`config.mk`:
```
export PLATFORM = sky130hd
export DESIGN_NAME = bicubic_interpolator
export DESIGN_NICKNAME = d
export VERILOG_FILES = /design/src/rtl/bicub_pkg.sv /design/src/rtl/bicubic_interpolator.sv /design/src/rtl/bicub_coef.sv /design/src/rtl/bicub_mac.sv /design/src/rtl/bicub_ctrl.sv
export VERILOG_INCLUDE_DIRS = /design/src /design/src/rtl
export SDC_FILE = /design/constraint.sdc
export NUM_CORES = 2
export LEC_CHECK = 0
export BUFFER_PORTS_ARGS = -buffer_cell sky130_fd_sc_hd__buf_2
export CAP_MARGIN = 20
export CORE_UTILIZATION = 55
export CTS_CLUSTER_DIAMETER = 50
export DETAILED_ROUTE_END_ITERATION = 10
export GPL_TIMING_DRIVEN = 0
export PLACE_DENSITY = 0.79
export SLEW_MARGIN = 20
export SYNTH_ARGS = -nofsm -noshare
export SYNTH_HDL_FRONTEND = slang
export SYNTH_SLANG_ARGS = --single-unit
export TNS_END_PERCENT = 20
```
`constraint.sdc`:
```
create_clock -name i_clk -period 9 [get_ports i_clk]
set_input_delay 1.35 -clock i_clk [delete_from_list [all_inputs] [get_ports i_clk]]
set_output_delay 1.35 -clock i_clk [all_outputs]
set_load 0.01 [all_outputs]
```
`src/rtl/bicubic_interpolator_macros.svh`:
```
// Assertion macros for the bicubic interpolator.
`ifndef BICUBIC_INTERPOLATOR_MACROS_SVH
`define BICUBIC_INTERPOLATOR_MACROS_SVH

`ifndef ASSERT_OFF
`define BICUB_ASSERT(lbl, clk, rst_n, prop, msg) \
    lbl: assert property (@(posedge clk) disable iff (!rst_n) prop) else $error(msg);
`define BICUB_ASSERT_NEVER(lbl, clk, rst_n, expr, msg) \
    lbl: assert property (@(posedge clk) disable iff (!rst_n) !(expr)) else $error(msg);
`else
`define BICUB_ASSERT(lbl, clk, rst_n, prop, msg)
`define BICUB_ASSERT_NEVER(lbl, clk, rst_n, expr, msg)
`endif

`endif

```
`src/rtl/bicub_pkg.sv`:
```
// Shared widths, codes and control types of the bicubic interpolator.
package bicub_pkg;

    localparam int SAMPLE_W = 16;
    localparam int FRAC_W   = 16;
    localparam int COL_W    = 18;   // kept column value, Q17.1
    localparam int A_W      = 21;   // doubled cubic coefficients
    localparam int B_W      = 22;
    localparam int C_W      = 19;
    localparam int D_W      = 19;
    localparam int H_W      = 40;   // Horner accumulator, Q.16
    localparam int IDX_W    = 2;
    localparam int NUM_KEPT = 3;

    localparam logic [IDX_W-1:0] LAST_COL = 2'd3;

    typedef enum logic [2:0] {
        S_IDLE,
        S_COEF,
        S_MAC,
        S_ROUND
    } t_state;

    typedef enum logic [1:0] {
        SEL_B,
        SEL_C,
        SEL_D
    } t_coef_sel;

    typedef struct packed {
        logic      load_in;
        logic      load_coef;
        logic      mac_en;
        t_coef_sel coef_sel;
        logic      store_col;
        logic      start_horiz;
        logic      load_out;
    } t_ctrl;

endpackage

```
`src/rtl/bicubic_interpolator.sv`:
```
// Catmull-Rom bicubic interpolator top level, one shared Horner multiplier.
// Columns 0..2: each beat loads coefficients, takes three Horner steps and rounds into a kept column.
// Column 3: its rounded column starts the horizontal pass; the result loads once the held output is free.
// o_stall is high from each accepted beat until the sequencer is idle again, so no new beat is taken before.
// Synchronous active-low reset clears the sequencer, output valid and kept columns.
`include "bicubic_interpolator_macros.svh"

module bicubic_interpolator (
    input  logic                                 i_clk,
    input  logic                                 i_rst_n,
    input  logic                                 i_valid,
    output logic                                 o_stall,
    input  logic signed [bicub_pkg::SAMPLE_W-1:0] i_sample_0,
    input  logic signed [bicub_pkg::SAMPLE_W-1:0] i_sample_1,
    input  logic signed [bicub_pkg::SAMPLE_W-1:0] i_sample_2,
    input  logic signed [bicub_pkg::SAMPLE_W-1:0] i_sample_3,
    input  logic        [bicub_pkg::IDX_W-1:0]    i_col_index,
    input  logic        [bicub_pkg::FRAC_W-1:0]   i_frac_y,
    input  logic        [bicub_pkg::FRAC_W-1:0]   i_frac_x,
    output logic                                 o_valid,
    input  logic                                 i_stall,
    output logic signed [bicub_pkg::SAMPLE_W-1:0] o_value
);

    localparam int COL_W    = bicub_pkg::COL_W;
    localparam int SAMPLE_W = bicub_pkg::SAMPLE_W;
    localparam int FRAC_W   = bicub_pkg::FRAC_W;
    localparam int H_W      = bicub_pkg::H_W;
    localparam int EXT      = COL_W - SAMPLE_W;
    localparam int OSH      = FRAC_W + 2;    // horizontal result is 4v in Q.16

    bicub_pkg::t_ctrl w_ctrl;
    logic             w_busy;
    logic             w_in_fire;
    logic             w_out_fire;

    logic signed [COL_W-1:0]  r_p [4];
    logic signed [COL_W-1:0]  r_kept [bicub_pkg::NUM_KEPT];
    logic [FRAC_W-1:0]        r_t, r_tx;
    logic [bicub_pkg::IDX_W-1:0] r_idx;
    logic signed [bicub_pkg::B_W-1:0] r_b;
    logic signed [bicub_pkg::C_W-1:0] r_c;
    logic signed [bicub_pkg::D_W-1:0] r_d;
    logic signed [SAMPLE_W-1:0] r_out;
    logic                       r_out_valid;

    logic signed [bicub_pkg::A_W-1:0] w_a;
    logic signed [bicub_pkg::B_W-1:0] w_b;
    logic signed [bicub_pkg::C_W-1:0] w_c;
    logic signed [bicub_pkg::D_W-1:0] w_d;
    logic signed [bicub_pkg::B_W-1:0] w_coef;
    logic signed [H_W-1:0]            w_h;
    logic signed [H_W-1:0]            w_hc, w_ho;
    logic [H_W-FRAC_W-1:0]            w_col_full;
    logic [H_W-OSH-1:0]               w_out_full;
    logic signed [COL_W-1:0]          w_col;
    logic signed [SAMPLE_W-1:0]       w_out;

    assign w_in_fire  = i_valid && !w_busy;
    assign w_out_fire = r_out_valid && !i_stall;

    bicub_ctrl u_ctrl (
        .i_clk      (i_clk),
        .i_rst_n    (i_rst_n),
        .i_in_fire  (w_in_fire),
        .i_last_col (r_idx == bicub_pkg::LAST_COL),
        .i_out_free (!r_out_valid || !i_stall),
        .o_ctrl     (w_ctrl),
        .o_busy     (w_busy)
    );

    bicub_coef u_coef (
        .i_p0 (r_p[0]),
        .i_p1 (r_p[1]),
        .i_p2 (r_p[2]),
        .i_p3 (r_p[3]),
        .o_a  (w_a),
        .o_b  (w_b),
        .o_c  (w_c),
        .o_d  (w_d)
    );

    always_comb begin
        case (w_ctrl.coef_sel)
            bicub_pkg::SEL_B: w_coef = r_b;
            bicub_pkg::SEL_C: w_coef = {{(bicub_pkg::B_W-bicub_pkg::C_W){r_c[bicub_pkg::C_W-1]}},
                                        r_c};
            default:          w_coef = {{(bicub_pkg::B_W-bicub_pkg::D_W){r_d[bicub_pkg::D_W-1]}},
                                        r_d};
        endcase
    end

    bicub_mac u_mac (
        .i_clk  (i_clk),
        .i_load (w_ctrl.load_coef),
        .i_a    (w_a),
        .i_en   (w_ctrl.mac_en),
        .i_coef (w_coef),
        .i_t    (r_t),
        .o_h    (w_h)
    );

    // round half up, then saturate when the dropped high bits are not all sign
    assign w_hc       = w_h + (H_W'(1) <<< (FRAC_W - 1));
    assign w_col_full = w_hc[H_W-1:FRAC_W];
    always_comb begin
        if ((&w_col_full[H_W-FRAC_W-1:COL_W-1]) ||
            !(|w_col_full[H_W-FRAC_W-1:COL_W-1])) begin
            w_col = w_col_full[COL_W-1:0];
        end else if (w_col_full[H_W-FRAC_W-1]) begin
            w_col = {1'b1, {(COL_W-1){1'b0}}};
        end else begin
            w_col = {1'b0, {(COL_W-1){1'b1}}};
        end
    end

    assign w_ho       = w_h + (H_W'(1) <<< (OSH - 1));
    assign w_out_full = w_ho[H_W-1:OSH];
    always_comb begin
        if ((&w_out_full[H_W-OSH-1:SAMPLE_W-1]) ||
            !(|w_out_full[H_W-OSH-1:SAMPLE_W-1])) begin
            w_out = w_out_full[SAMPLE_W-1:0];
        end else if (w_out_full[H_W-OSH-1]) begin
            w_out = {1'b1, {(SAMPLE_W-1){1'b0}}};
        end else begin
            w_out = {1'b0, {(SAMPLE_W-1){1'b1}}};
        end
    end

    always_ff @(posedge i_clk) begin
        if (w_ctrl.load_in) begin
            r_p[0] <= {{EXT{i_sample_0[SAMPLE_W-1]}}, i_sample_0};
            r_p[1] <= {{EXT{i_sample_1[SAMPLE_W-1]}}, i_sample_1};
            r_p[2] <= {{EXT{i_sample_2[SAMPLE_W-1]}}, i_sample_2};
            r_p[3] <= {{EXT{i_sample_3[SAMPLE_W-1]}}, i_sample_3};
            r_t    <= i_frac_y;
            r_tx   <= i_frac_x;
            r_idx  <= i_col_index;
        end else if (w_ctrl.start_horiz) begin
            r_p[0] <= r_kept[0];
            r_p[1] <= r_kept[1];
            r_p[2] <= r_kept[2];
            r_p[3] <= w_col;
            r_t    <= r_tx;
        end
        if (w_ctrl.load_coef) begin
            r_b <= w_b;
            r_c <= w_c;
            r_d <= w_d;
        end
        if (w_ctrl.load_out) begin
            r_out <= w_out;
        end
    end

    always_ff @(posedge i_clk) begin
        if (!i_rst_n) begin
            r_kept[0]   <= '0;
            r_kept[1]   <= '0;
            r_kept[2]   <= '0;
            r_out_valid <= 1'b0;
        end else begin
            if (w_ctrl.store_col) begin
                r_kept[r_idx] <= w_col;
            end
            if (w_ctrl.load_out) begin
                r_out_valid <= 1'b1;
            end else if (w_out_fire) begin
                r_out_valid <= 1'b0;
            end
        end
    end

    assign o_stall = w_busy;
    assign o_valid = r_out_valid;
    assign o_value = r_out;

    `BICUB_ASSERT(a_out_free, i_clk, i_rst_n, w_ctrl.load_out |-> (!r_out_valid || !i_stall), "output overwritten while held")
    `BICUB_ASSERT_NEVER(a_store_last, i_clk, i_rst_n, w_ctrl.store_col && (r_idx == bicub_pkg::LAST_COL), "last column stored")
    `BICUB_ASSERT(a_busy_after_beat, i_clk, i_rst_n, w_in_fire |=> o_stall, "not busy after input beat")
    `BICUB_ASSERT(a_valid_from_load, i_clk, i_rst_n, $rose(o_valid) |-> $past(w_ctrl.load_out), "output valid without a result")

endmodule

```
`src/rtl/bicub_coef.sv`:
```
// Doubled Catmull-Rom coefficients from four points.
module bicub_coef (
    input  logic signed [bicub_pkg::COL_W-1:0] i_p0,
    input  logic signed [bicub_pkg::COL_W-1:0] i_p1,
    input  logic signed [bicub_pkg::COL_W-1:0] i_p2,
    input  logic signed [bicub_pkg::COL_W-1:0] i_p3,
    output logic signed [bicub_pkg::A_W-1:0]   o_a,
    output logic signed [bicub_pkg::B_W-1:0]   o_b,
    output logic signed [bicub_pkg::C_W-1:0]   o_c,
    output logic signed [bicub_pkg::D_W-1:0]   o_d
);

    localparam int EXT = bicub_pkg::B_W + 1 - bicub_pkg::COL_W;

    logic signed [bicub_pkg::B_W:0] w_e0, w_e1, w_e2, w_e3;
    logic signed [bicub_pkg::B_W:0] w_d12, w_a, w_b, w_c, w_d;

    assign w_e0 = {{EXT{i_p0[bicub_pkg::COL_W-1]}}, i_p0};
    assign w_e1 = {{EXT{i_p1[bicub_pkg::COL_W-1]}}, i_p1};
    assign w_e2 = {{EXT{i_p2[bicub_pkg::COL_W-1]}}, i_p2};
    assign w_e3 = {{EXT{i_p3[bicub_pkg::COL_W-1]}}, i_p3};

    // 2a = (p3 - p0) + 3(p1 - p2)
    assign w_d12 = w_e1 - w_e2;
    assign w_a   = (w_e3 - w_e0) + w_d12 + (w_d12 <<< 1);
    assign w_b   = (w_e0 + w_e2) - (w_e1 <<< 1) - w_a;
    assign w_c   = w_e2 - w_e0;
    assign w_d   = w_e1 <<< 1;

    assign o_a = w_a[bicub_pkg::A_W-1:0];
    assign o_b = w_b[bicub_pkg::B_W-1:0];
    assign o_c = w_c[bicub_pkg::C_W-1:0];
    assign o_d = w_d[bicub_pkg::D_W-1:0];

endmodule

```
`src/rtl/bicub_mac.sv`:
```
// Shared Horner step unit: h = (coef << 16) + floor(h * t / 2^16).
module bicub_mac (
    input  logic                               i_clk,
    input  logic                               i_load,
    input  logic signed [bicub_pkg::A_W-1:0]   i_a,
    input  logic                               i_en,
    input  logic signed [bicub_pkg::B_W-1:0]   i_coef,
    input  logic        [bicub_pkg::FRAC_W-1:0] i_t,
    output logic signed [bicub_pkg::H_W-1:0]   o_h
);

    localparam int H_W    = bicub_pkg::H_W;
    localparam int FRAC_W = bicub_pkg::FRAC_W;
    localparam int P_W    = H_W + FRAC_W + 1;

    logic signed [H_W-1:0] r_h;
    logic signed [P_W-1:0] w_prod;
    logic signed [P_W-1:0] w_shift;
    logic signed [H_W-1:0] w_coef;
    logic signed [H_W-1:0] w_a;

    assign w_prod  = r_h * $signed({1'b0, i_t});
    assign w_shift = w_prod >>> FRAC_W;
    assign w_coef  = {{(H_W-bicub_pkg::B_W-FRAC_W){i_coef[bicub_pkg::B_W-1]}},
                      i_coef, {FRAC_W{1'b0}}};
    assign w_a     = {{(H_W-bicub_pkg::A_W-FRAC_W){i_a[bicub_pkg::A_W-1]}},
                      i_a, {FRAC_W{1'b0}}};

    always_ff @(posedge i_clk) begin
        if (i_load) begin
            r_h <= w_a;
        end else if (i_en) begin
            r_h <= w_coef + w_shift[H_W-1:0];
        end
    end

    assign o_h = r_h;

endmodule

```
`src/rtl/bicub_ctrl.sv`:
```
// Sequencer for the vertical and horizontal cubic passes.
module bicub_ctrl (
    input  logic               i_clk,
    input  logic               i_rst_n,
    input  logic               i_in_fire,
    input  logic               i_last_col,
    input  logic               i_out_free,
    output bicub_pkg::t_ctrl   o_ctrl,
    output logic               o_busy
);

    bicub_pkg::t_state    r_state, n_state;
    bicub_pkg::t_coef_sel r_sel, n_sel;
    logic                 r_pass, n_pass;

    always_ff @(posedge i_clk) begin
        if (!i_rst_n) begin
            r_state <= bicub_pkg::S_IDLE;
            r_sel   <= bicub_pkg::SEL_B;
            r_pass  <= 1'b0;
        end else begin
            r_state <= n_state;
            r_sel   <= n_sel;
            r_pass  <= n_pass;
        end
    end

    always_comb begin
        n_state = r_state;
        n_sel   = r_sel;
        n_pass  = r_pass;
        o_ctrl  = '0;
        o_ctrl.coef_sel = r_sel;
        case (r_state)
            bicub_pkg::S_IDLE: begin
                if (i_in_fire) begin
                    o_ctrl.load_in = 1'b1;
                    n_pass  = 1'b0;
                    n_state = bicub_pkg::S_COEF;
                end
            end
            bicub_pkg::S_COEF: begin
                o_ctrl.load_coef = 1'b1;
                n_sel   = bicub_pkg::SEL_B;
                n_state = bicub_pkg::S_MAC;
            end
            bicub_pkg::S_MAC: begin
                o_ctrl.mac_en = 1'b1;
                case (r_sel)
                    bicub_pkg::SEL_B: n_sel = bicub_pkg::SEL_C;
                    bicub_pkg::SEL_C: n_sel = bicub_pkg::SEL_D;
                    default:          n_state = bicub_pkg::S_ROUND;
                endcase
            end
            bicub_pkg::S_ROUND: begin
                if (!r_pass) begin
                    if (i_last_col) begin
                        // column 3 feeds the horizontal pass
                        o_ctrl.start_horiz = 1'b1;
                        n_pass  = 1'b1;
                        n_state = bicub_pkg::S_COEF;
                    end else begin
                        o_ctrl.store_col = 1'b1;
                        n_state = bicub_pkg::S_IDLE;
                    end
                end else if (i_out_free) begin
                    o_ctrl.load_out = 1'b1;
                    n_state = bicub_pkg::S_IDLE;
                end
            end
            default: n_state = bicub_pkg::S_IDLE;
        endcase
    end

    assign o_busy = (r_state != bicub_pkg::S_IDLE);

endmodule
```
==> impl_metrics.env <==
export IMPL_grtUsageTotal=0.306
export IMPL_start_kind="register"
export IMPL_yosysMostFrequentCell="inv_1"
export IMPL_grt_pass1_vias=30864
export IMPL_ys_warn_count=0
export IMPL_routed_wl_mm=107
export IMPL_grt_pass1_wl_mm=166
export IMPL_crit_top_cell="fa_1"
export IMPL_hold_class="register to register"
export IMPL_start_util=0.557
export IMPL_syn_area_um2=39100
export IMPL_crit_family="adder cells"
export IMPL_async_flop_share=0
export IMPL_worst_clock_skew_ns=0.0327
export IMPL_rows=97
export IMPL_ant_nets=0
export IMPL_syn_nets=5173
export IMPL_setup_tns_final_ns=0
export IMPL_placeableCoreArea_um2=70300
export IMPL_endpoint_kind="register"
export IMPL_synth_top_area_frac=0.334
export IMPL_worst_ep_required_time_ns=9.28
export IMPL_tritoncts="yes"
export IMPL_route_detailed_drc=0
export IMPL_crit_arrival_ns=9.09
export IMPL_crit_slowest_cell="fa_1"
export IMPL_nets=5343
export IMPL_crit_buf_inv=5
export IMPL_setup_viol=0
export IMPL_wire_per_inst_um=20.2
export IMPL_globalplace_congestion=0.997
export IMPL_clkTransAtPathRegs_ns=0.06
export IMPL_syn_area_per_cell_um2=9.40
export IMPL_maxCapViolations=0
export IMPL_fin_crit_ns=8.81
export IMPL_relSlewSlack=0.325
export IMPL_grt_overflow_total=0
export IMPL_dp_hpwl_mm=88.6
export IMPL_final_layout_size_suffix_gt1_frac=0.0909
export IMPL_r2r_setup_slack_ns=0.19
export IMPL_clockRootBuffer="clkbuf_16"
export IMPL_area_delta_synth_final_pct=9.41
export IMPL_cp_max_fo=10
export IMPL_yosysUniqueCellTypes=69
export IMPL_synth_seq_cells=281
export IMPL_synth_edf_count=259
export IMPL_drtIter0Drc=2453
export IMPL_ys_top_cells_by_count="inv_1, nand2_1, fa_1"
export IMPL_die_h_um=269
export IMPL_dpl_cell_area_um2=41000
export IMPL_stdcell_area_um2=42800
export IMPL_fin_crit_sh=0.979
export IMPL_synthCells=4162
export IMPL_clockBufferDepth=3
export IMPL_holdBufCountCts=0
export IMPL_clock_fmax_mhz=113
export IMPL_fp_dieW_um=269
export IMPL_finalHoldViolCount=0
export IMPL_pin_count=120
export IMPL_dieArea_um2=72200
export IMPL_antenna_found_initial=3
export IMPL_worst_skew_pair_late_latency_ns=0.57
export IMPL_vias_per_cell=5.63
export IMPL_h_tree_depth=2
export IMPL_crit_type="register to register"
export IMPL_synth_flop_cell="edfxtp_1"
export IMPL_status="complete, no violations"
export IMPL_slew_violations=0
export IMPL_postLayoutCoreUtil=0.609
export IMPL_yosys_top_cells_area="fa_1, edfxtp_1, ha_1"
export IMPL_ys_seq_area_frac=0.210
export IMPL_yosysTopAreaCell="fa_1"
export IMPL_vias=29840
export IMPL_numPortBuffers=119
export IMPL_max_stage_delay_ns=0.56
export IMPL_numCtsBuffers=34
export IMPL_cts_num_sinks=281
export IMPL_first_pass_iters=7
export IMPL_max_slew_worst_pin_slew_ns=1.01
export IMPL_grt_start_max_net_pins=64
-- metrics by stage --
stage | cells | worst slack, ns | hold slack, ns
2_1_floorplan | 4162 | 0.831 | 0.484
3_3_place_gp | 5221 | -1.07 | 0.478
3_5_place_dp | 5223 | -1.13 | 0.490
4_1_cts | 5285 | 0.0000329 | 0.504
5_1_grt | 5297 | -0.0728 | 0.514
6_report | 5298 | 0.189 | 0.506
-- worst register-to-register path, delay by kind of cell (launching register included) --
family | cells | cell delay (ns)
AOI/OAI and AO/OA | 12 | 2.36
buffers and inverters | 5 | 0.61
adders and majority gates | 8 | 3.96
DFF | 1 | 0.38
xor gates and xnor gates | 2 | 0.54
and+or+nand+nor | 6 | 0.73
-- repair_timing --
action	in CTS	in global routing
endpoints found under the setup margin	17	10
pin swaps	4	21
buffers inserted	5	14
resized for setup	132	190
-- area by class of cell --
cell class,count,area [µm²]
Tap cell,940,1180
Fill cell,5713,27500
Clock inverter,23,221
Sequential cell,281,8230
Timing Repair Buffer,140,791
Clock buffer,37,883
Buffer,164,1010
Inverter,812,3050
Antenna cell,2,5.00
Multi-Input combinational cell,2899,27500
-- layout by cell type, fill, tap and decap left out, types with 28 or more instances in the layout --
cell type	netlist	final
clkbuf_1	149	50
a21o_1	32	32
buf_4	0	28
clkbuf_16	0	35
o21ai_0	113	105
xnor2_1	110	109
edfxtp_1	259	259
clkbuf_2	0	37
xor2_1	69	68
clkbuf_4	0	33
nor3_1	50	49
mux2i_1	38	38
nor2_1	175	172
and2_1	238	238
buf_2	4	132
nand2_1	682	681
ha_1	256	251
fa_1	653	650
a21oi_1	115	104
nand3_1	39	39
inv_1	811	811
nor2b_1	32	32
-- final timing paths --
kind	startpoint	to	depth (start not counted)
hold / removal	r_kept[0][11]	r_p[0][11]	2
setup / recovery	u_mac.o_h[20]	u_mac.o_h[39]	33
setup reg to reg	u_mac.o_h[20]	u_mac.o_h[39]	33
hold reg to reg	r_kept[0][11]	r_p[0][11]	2
-- cells by family after synthesis --
logic type | synth area share
simple gates | 0.156
mux | 0.0152
fa+ha+maj | 0.416
flops | 0.210
buf+inv | 0.0949
compound gates | 0.0663
xor+xnor | 0.0413
-- state kept, by name, indices dropped and copies added, names as in the netlist --
name / count
r_p: 72
r_kept: 54
u_mac.o_h: 40
r_b: 22
r_c: 19
r_d: 18
o_value: 16
r_t: 16
r_tx: 16
r_idx: 2
u_ctrl.r_sel: 2
u_ctrl.r_state: 2
o_valid: 1
u_ctrl.r_pass: 1
-- metal layers --
| layer | routed length, µm | GRT usage | vias up |
|---|---|---|---|
| met4 | 6000 | 0.147 | 0 |
| li1 | - | - | 13306 |
| met5 | 0 | 0 | - |
| met2 | 51700 | 0.521 | 1527 |
| met1 | 38500 | 0.367 | 14645 |
| met3 | 10600 | 0.0702 | 362 |
Power is not shown: default switching activity piles up to over one toggle a cycle in this logic, so the estimate is an artifact.
